<file path="config.mk">
export PLATFORM = sky130hd
export DESIGN_NAME = swmf_ctrl
export DESIGN_NICKNAME = d
export VERILOG_FILES = /design/src/rtl/core/swmf_pkg.sv /design/src/rtl/core/swmf_ctrl.sv
export SDC_FILE = /design/constraint.sdc
export NUM_CORES = 1
export LEC_CHECK = 0
export ABC_AREA = 1
export ABC_CLOCK_PERIOD_IN_PS = 1600
export BUFFER_PORTS_ARGS = -buffer_cell sky130_fd_sc_hd__buf_2
export CORE_MARGIN = 2
export CORE_UTILIZATION = 40
export DETAILED_ROUTE_END_ITERATION = 16
export GPL_TIMING_DRIVEN = 0
export PLACE_DENSITY = 0.64
export SYNTH_ARGS = -nofsm -noshare
export SYNTH_HDL_FRONTEND = slang
export SYNTH_SLANG_ARGS = --single-unit
export TNS_END_PERCENT = 50
</file>
<file path="constraint.sdc">
create_clock -name clock -period 1.6 [get_ports clock]
set_clock_uncertainty 0.05 [all_clocks]
set_input_delay 0.32 -clock clock [delete_from_list [all_inputs] [get_ports clock]]
set_output_delay 0.32 -clock clock [all_outputs]
set_load 0.05 [all_outputs]
</file>
<file path="src/rtl/core/swmf_pkg.sv">
// Types and constants of the shallow water face reconstruction unit.
package swmf_pkg;

   localparam int unsigned DEPTH_W = 31;
   localparam int unsigned VAL_W   = 32;
   localparam int unsigned QUO_W   = 35;
   localparam int unsigned DIV_STEPS = QUO_W;

   typedef struct packed {
      logic [DEPTH_W-1:0]       h;
      logic signed [VAL_W-1:0]  u;
      logic signed [VAL_W-1:0]  v;
      logic signed [VAL_W-1:0]  z;
   } cell_type;

   typedef struct packed {
      logic [DEPTH_W-1:0]      fdep;
      logic signed [VAL_W-1:0] fbed;
      logic [VAL_W-1:0]        opp;
      logic [VAL_W:0]          mu_mag;
      logic                    mu_neg;
      logic [VAL_W:0]          mv_mag;
      logic                    mv_neg;
   } face_type;

   typedef struct packed {
      logic       load;
      logic       prep;
      logic       mul;
      logic       div_init;
      logic       div_step;
      logic       store;
      logic       out_load;
      logic [1:0] job;
   } cmd_type;

   typedef struct packed {
      logic produce;
      logic out_free;
   } status_type;

   typedef enum logic [6:0] {
      ST_IDLE  = 7'b0000001,
      ST_PREP  = 7'b0000010,
      ST_MUL   = 7'b0000100,
      ST_DINIT = 7'b0001000,
      ST_DSTEP = 7'b0010000,
      ST_STORE = 7'b0100000,
      ST_OUTW  = 7'b1000000
   } state_type;

endpackage

</file>
<file path="src/rtl/core/swmf_ctrl.sv">
// Sequencer of the face reconstruction unit: one cell at a time, four divider jobs.
module swmf_ctrl (
   input  logic                 clock,
   input  logic                 reset,
   input  logic                 req_tvalid,
   output logic                 req_tready,
   input  swmf_pkg::status_type status,
   output swmf_pkg::cmd_type    cmd
);
   import swmf_pkg::*;

   state_type  state_ff, state_in;
   logic [1:0] job_ff, job_in;
   logic [5:0] cnt_ff, cnt_in;

   assign req_tready = (state_ff == ST_IDLE);

   always_comb begin
      state_in = state_ff;
      job_in   = job_ff;
      cnt_in   = cnt_ff;
      cmd      = '0;
      cmd.job  = job_ff;
      unique case (state_ff)
         ST_IDLE: begin
            if (req_tvalid) begin
               cmd.load = 1'b1;
               state_in = ST_PREP;
            end
         end
         ST_PREP: begin
            cmd.prep = 1'b1;
            job_in   = '0;
            state_in = status.produce ? ST_MUL : ST_IDLE;
         end
         ST_MUL: begin
            cmd.mul  = 1'b1;
            state_in = ST_DINIT;
         end
         ST_DINIT: begin
            cmd.div_init = 1'b1;
            cnt_in       = 6'(DIV_STEPS - 1);
            state_in     = ST_DSTEP;
         end
         ST_DSTEP: begin
            cmd.div_step = 1'b1;
            cnt_in       = cnt_ff - 6'd1;
            if (cnt_ff == '0) state_in = ST_STORE;
         end
         ST_STORE: begin
            cmd.store = 1'b1;
            job_in    = job_ff + 2'd1;
            state_in  = (job_ff == 2'd3) ? ST_OUTW : ST_MUL;
         end
         ST_OUTW: begin
            if (status.out_free) begin
               cmd.out_load = 1'b1;
               state_in     = ST_IDLE;
            end
         end
         default: state_in = ST_IDLE;
      endcase
   end

   always_ff @(posedge clock) begin
      if (reset) begin
         state_ff <= ST_IDLE;
         job_ff   <= '0;
         cnt_ff   <= '0;
      end else begin
         state_ff <= state_in;
         job_ff   <= job_in;
         cnt_ff   <= cnt_in;
      end
   end

endmodule

</file>
==> qor.yml, run 1 <==
run_status:
  status: "finished with violations"
  violations: "setup timing"
global_routing:
  grt_start_max_net_pins: 11
  antenna_found_initial: 0
  grt_pass1_wl_um: 2960
  grt_usage: 0.162
  overflow: 0
  grt_pass1_vias: 729
die:
  start_util: 0.415
  io_pins: 15
  die_x_um: 48.6
  fp.dieArea_mm2: 0.00237
  die_y_um: 48.6
  rows: 16
  core_area_mm2: 0.00192
timing:
  fin_crit_sh: 1.08
  finalWorstSetupSlack_ps: -134
  whs_ps: 243
  rsz0062_at_grt: "yes"
  tightest_slew_ps: 450
  worst_slew_margin_rel: 0.700
  report.final.slew_viol_count: 0
  setup_viol: 7
  hold_viol: 0
  min_period_ps: 1730
  fmax_mhz: 577
final_layout:
  diodes: 0
  area_delta_synth_final_pct: 39.9
  nets: 152
  drive_gt1_frac: 0.329
  multiInputGateArea_um2: 489
  layout_common_cells: "nand2_1 (26), nor2_1 (17), inv_1 (12)"
  fin_util: 0.580
  nFillCells: 185
  register_area_um2: 308
  mostFrequentLayoutCell: "nand2_1"
routing:
  drtIter0Drc: 18
  routed_wl_um: 1790
  first_pass_iters: 4
  vias: 794
  ant_nets: 0
  wl_per_cell_um: 10.5
  viasPerCell: 4.67
  drc: 0
hold_path:
  hold_start: "status[1]"
  hold_class: "input port to register"
synth:
  synth_warnings: 0
  ys_seq_area_frac: 0.377
  yosysUniqueCellTypes: 19
  syn_nets: 127
  netlist_instances: 119
  avgSynthCellArea_um2: 6.70
  synth_area_um2: 797
  ys_ff_latch: 15
pwr:
  power.static_leakage_nw: 0.478
  cellPowerDensity_mw_per_mm2: 674
  max-vdd-ir-drop_uv: 407
worst_setup_path:
  cp-start-kind: "register"
  cp_top_family: "simple AND/OR/NAND/NOR gates"
  slowest_delay_ps: 370
  critPathCaptureType: "output pin"
  cp_data_arrival_time_ps: 1360
  startpoint: "state_ff[2]$_SDFFE_PP0P_"
  regToRegStartpoint: "state_ff[2]$_SDFFE_PP0P_"
  crit_chain: "nor2_4 > nand3_2 > nor2_4 > inv_2 > nor2_4 > buf_8"
  path_class: "register to output pin"
  critPathMostFrequentCell: "nor2_4"
  crit_buf_inv: 2
  crit_fanout: 4
  critPathRequiredTime_ps: 1230
  critPathSlowestCell: "dfxtp_4"
placed_design:
  dp_hpwl_um: 1230
  place.gp.congestion: 0.724
  io_buffers: 13
cts:
  cts.sinks: 15
  numCtsBuffers: 3
  clockBufferDepth: 2
  root_buffer: "clkbuf_4"
  clk_latency_ps: 290
  cts_tree: "done"
  clk_pin_slew_ps: 80
  cts-htree-levels: 1
run:
  drv_cap: 0
-- area by class of cell --
| cell class | instances | share of cell area |
|---|---|---|
| Clock buffer | 4 | 0.0236 |
| Buffer | 2 | 0.0135 |
| Sequential cell | 15 | 0.276 |
| Multi-Input combinational cell | 86 | 0.439 |
| Tap cell | 27 | 0.0303 |
| Inverter | 16 | 0.0539 |
| Timing Repair Buffer | 20 | 0.164 |
-- metrics by stage --
stage          instance area (um^2)  power (mW)  cells  worst slack [ps]  TNS, ps
6_report                       1110       0.751    170              -134     -385
5_1_grt                        1110       0.788    170              -201     -926
4_1_cts                        1070       0.755    167              -113     -370
3_5_place_dp                    928       0.504    159             -50.9    -50.9
3_3_place_gp                    928       0.503    159             -25.2    -25.2
2_1_floorplan                   830       0.481    119              -302     -323
-- registers in the layout, indices dropped and copies added, names as in the netlist --
register  cells
cnt_ff        6
job_ff        2
state_ff      7
-- path summary, 6_finish.rpt --
| check | to | slack [ps] | cells past startpoint |
|---|---|---|---|
| max | cmd[8] | -130 | 6 |
| min | state_ff[2]$_SDFFE_PP0P_ | 240 | 3 |
| max reg2reg | cnt_ff[2]$_SDFFE_PP0P_ | 90 | 8 |
| min reg2reg | cnt_ff[0]$_SDFFE_PP0P_ | 420 | 2 |
-- per-layer routing --
layer	track usage	part of all wire	wire length, um	vias up
li1	-	-	-	425
met1	0.194	0.45	807	355
met5	0	0	0	-
met2	0.274	0.50	896	9
met3	0.0278	0.022	40	5
met4	0.0905	0.024	43	0
-- power by group --
group	internal (mW)	leakage, nW	switching, mW
clock network	0.0971	0.0150	0.121
logic	0.0549	0.340	0.0929
registers	0.378	0.123	0.00709
total	0.530	0.478	0.221
-- tightest hold or removal path, cell delays in order --
cell,delay (ps)
buf_2,100
nand2_1,60
a21oi_1,60
-- synth_stat cells, drive strengths merged --
library cell  number  share of area
nand3              7          0.044
nor3               3          0.019
clkbuf             1         0.0047
buf                1          0.014
a21oi              9          0.057
inv               16          0.075
nand4              2          0.016
nand2             29           0.14
o21ai              4          0.025
ha                 3          0.047
dfxtp             15           0.38
o211a              1          0.013
nor2              27           0.16
or2                1         0.0079
-- cell families after synthesis --
group	synth area share
AOI/OAI and AO/OA	0.0942
adders and majority gates	0.0471
buffers and inverters	0.0942
and+or+nand+nor	0.388
DFF	0.377
-- timing repair --
| item | 4_1_cts | 5_1_grt |
|---|---|---|
| pin swaps | 5 | 6 |
| hold endpoints to repair | 0 | 0 |
| buffers inserted | 4 | 3 |
| setup endpoints to repair | 8 | 8 |
| hold buffers | 0 | 0 |
| gates resized for setup | 28 | 6 |
Note: power is estimated with default switching activity, not from simulation.
==> run 2: changes to the inputs <==
Settings changed: ABC_AREA 1 to not set, ABC_CLOCK_PERIOD_IN_PS 1600 to 1500, CTS_BUF_LIST set to sky130_fd_sc_hd__clkbuf_4 sky130_fd_sc_hd__clkbuf_8, PLACE_DENSITY 0.64 to 0.66.
Clock period 1.6 ns to 1.5 ns, I/O delays scaled along.
==> run 2 against run 1 <==
Compared with the run above:
- worst hold slack worse by 43 ps
- the flow still finishes with violations (setup timing)
- sequential power is 7.0% higher
- cell count is 5.3% lower
- highest routed layer is now met3
- largest power group unchanged
- die area is 7.3% higher
- clock power is 15% higher
==> qor.yml, run 2 <==
run_status:
  status: "finished with violations"
  violations: "setup timing"
timing:
  min_period_ps: 1900
  finalWorstSetupSlack_ps: -396  # -262 ps
  tightest_slew_ps: 383  # -66.9 ps
  hold_viol: 0  # unchanged
  setup_viol: 13  # +6
  report.final.slew_viol_count: 0  # unchanged
  fmax_mhz: 527
  worst_slew_margin_rel: 0.744  # +0.0446
  rsz0062_at_grt: "yes"
  fin_crit_sh: 1.26
cts:
  cts.sinks: 15  # unchanged
  clockBufferDepth: 2  # unchanged
  numCtsBuffers: 3  # unchanged
  cts-htree-levels: 1  # unchanged
  root_buffer: "clkbuf_4"
  hold_buffers: 0  # unchanged
  cts_tree: "done"
  clk_pin_slew_ps: 90  # about the same
  clk_latency_ps: 300  # about the same
synth:
  syn_nets: 104  # -18%
  ys_ff_latch: 15  # unchanged
  synth_common_cells: "dfxtp_1 (15), nor2_1 (9), inv_1 (6), nor3_1 (5)"
  synth_most_common_cell: "dfxtp_1"
  synth_top_area_share: 0.349  # -0.0279
  synth_area_um2: 861  # +8.0%
  synthArstFlopShare: 0  # unchanged
  synth_ff_type: "dfxtp_1"
  yosysUniqueCellTypes: 43  # +24
  synth_top_cell_by_area: "dfxtp_1"
  ys_seq_area_frac: 0.349  # -0.0279
  synth_warnings: 0  # unchanged
  netlist_instances: 96  # -19%
  synth-edff-count: 0  # unchanged
  avgSynthCellArea_um2: 8.97  # +34%
  synthTopCellsByArea: "dfxtp_1 (35%), ha_1 (4.4%), nor2_1 (3.9%)"
worst_setup_path:
  slowest_delay_ps: 370  # about the same
  crit_chain: "buf_12 > nor3_4 > nand4b_1 > clkinvlp_4 > buf_8"
  crit_fanout: 3  # -1
  crit_buf_inv: 3  # +1
  critPathSlowestCell: "dfxtp_4"
  cp_top_family: "buffers and inverters"
  cp-start-kind: "register"
  critPathRequiredTime_ps: 1150  # -80 ps
  path_class: "register to output pin"
  cp_data_arrival_time_ps: 1550  # +190 ps
  critPathCaptureType: "output pin"
placed_design:
  dpl_cell_area_mm2: 0.00100  # +8.0%
  dp_slack_ps: -268  # -217 ps
  place.gp.congestion: 0.789  # +8.9%
  placedCellCount: 137  # -14%
  io_buffers: 14  # +1
  dp_hpwl_um: 1430  # +16%
final_layout:
  area_delta_synth_final_pct: 61.3
  nets: 143  # -5.9%
  top_register: "state_ff"
  largest_reg_flops: 7  # unchanged
  fin_cells: 161  # -5.3%
  mostFrequentLayoutCell: "buf_4"
  final_area_mm2: 0.00139  # +25%
  nFillCells: 166  # -10%
  drive_gt1_frac: 0.500  # +0.171
  multiInputGateArea_um2: 584  # +19%
  reg.largest.list: "state_ff (7), cnt_ff (6), job_ff (2)"
  diodes: 0  # unchanged
  layout_common_cells: "buf_4 (12), buf_6 (11), nor2_1 (9)"
  fin_util: 0.694  # +0.114
  register_area_um2: 322  # +4.5%
run:
  drv_cap: 0  # unchanged
pwr:
  max-vdd-ir-drop_uv: 637  # +57%
  power.static_leakage_nw: 0.566  # +18%
  power_mw: 0.869  # +16%
  cellPowerDensity_mw_per_mm2: 625  # -7.2%
routing:
  wl_per_cell_um: 15.6  # +49%
  vias: 876  # +10%
  drtIter0Drc: 17  # -1
  ant_nets: 0  # unchanged
  first_pass_iters: 4  # unchanged
  routed_wl_um: 2520  # +41%
  drc: 0  # unchanged
  viasPerCell: 5.44  # +16%
die:
  start_util: 0.430  # +0.0153
  die_y_um: 50.4  # +3.6%
  core_area_mm2: 0.00200  # +4.2%
  fp.dieArea_mm2: 0.00254  # +7.3%
  rows: 16  # unchanged
  die_x_um: 50.4  # +3.6%
  io_pins: 15  # unchanged
hold_path:
  hold_class: "input port to register"
global_routing:
  grt_pass1_vias: 833  # +14%
  antenna_found_initial: 0  # unchanged
  overflow: 0  # unchanged
  grt_usage: 0.197  # +0.0347
  grt_pass1_wl_um: 3710  # +25%
  grt_start_max_net_pins: 11  # unchanged
## run 2: cell count changes after synthesis, sizes merged, moves of 6 or more
| cell | change |
|---|---|
| inv | -10 |
| nand2 | -27 |
| a21oi | -6 |
| nor2 | -18 |
## run 2: repair_timing
action | CTS | global route
cloned | 0 | 0
setup endpoints to repair | 15 | 17
resized for setup | 39 | 18
pin swaps | 7 | 12
setup buffers | 13 | 11
## run 2: worst paths after layout
kind                                                from                  endpoint  slack (ps)  cells after the start
worst max register to register  state_ff[5]$_SDFFE_PP0P_    cnt_ff[4]$_SDFFE_PP0P_        -230                      7
worst max-delay path            state_ff[5]$_SDFFE_PP0P_                    cmd[5]        -400                      5
worst min register to register    cnt_ff[0]$_SDFFE_PP0P_    cnt_ff[0]$_SDFFE_PP0P_         490                      2
worst min-delay path                               reset  state_ff[3]$_SDFFE_PP0P_         200                      2
## run 2: layout make-up
type,count,share of cell area
multi-input cells,70,0.421
repair buffers,37,0.268
flip-flops and latches,15,0.232
well taps,27,0.0243
inverters,6,0.0189
clock buffers,3,0.0162
plain buffers,2,0.0144
clock inverters,1,0.00541
## run 2: cells by family (layout without fill, tap and decap cells)
| logic type | after synthesis | after routing | share of synthesized area |
|---|---|---|---|
| AOI/OAI and AO/OA | 18 | 18 | 0.148 |
| xor gates and xnor gates | 3 | 3 | 0.0305 |
| adders and majority gates | 3 | 3 | 0.0436 |
| buffers and inverters | 11 | 49 | 0.0669 |
| DFF | 15 | 15 | 0.349 |
| muxes | 1 | 1 | 0.0116 |
| and+or+nand+nor | 45 | 45 | 0.350 |
## run 2: metrics by stage
step,hold slack (ps),setup TNS [ps]
after floorplan,314,-126
after global placement,441,-1460
after detailed placement,451,-1720
after CTS,189,-2510
after global routing,205,-4000
final,201,-3060
## run 2: power breakdown
part           switching, mW  total (mW)  internal [mW]
Clock                  0.151       0.252          0.102
Sequential            0.0142       0.412          0.397
Combinational         0.0980       0.205          0.107
## run 2: per-layer routing
metal	vias up	global-route usage	share of wire
met5	-	0	0
met4	0	0.0450	0
met3	0	0.0774	0.043
met2	25	0.333	0.51
met1	421	0.233	0.45
li1	430	-	-
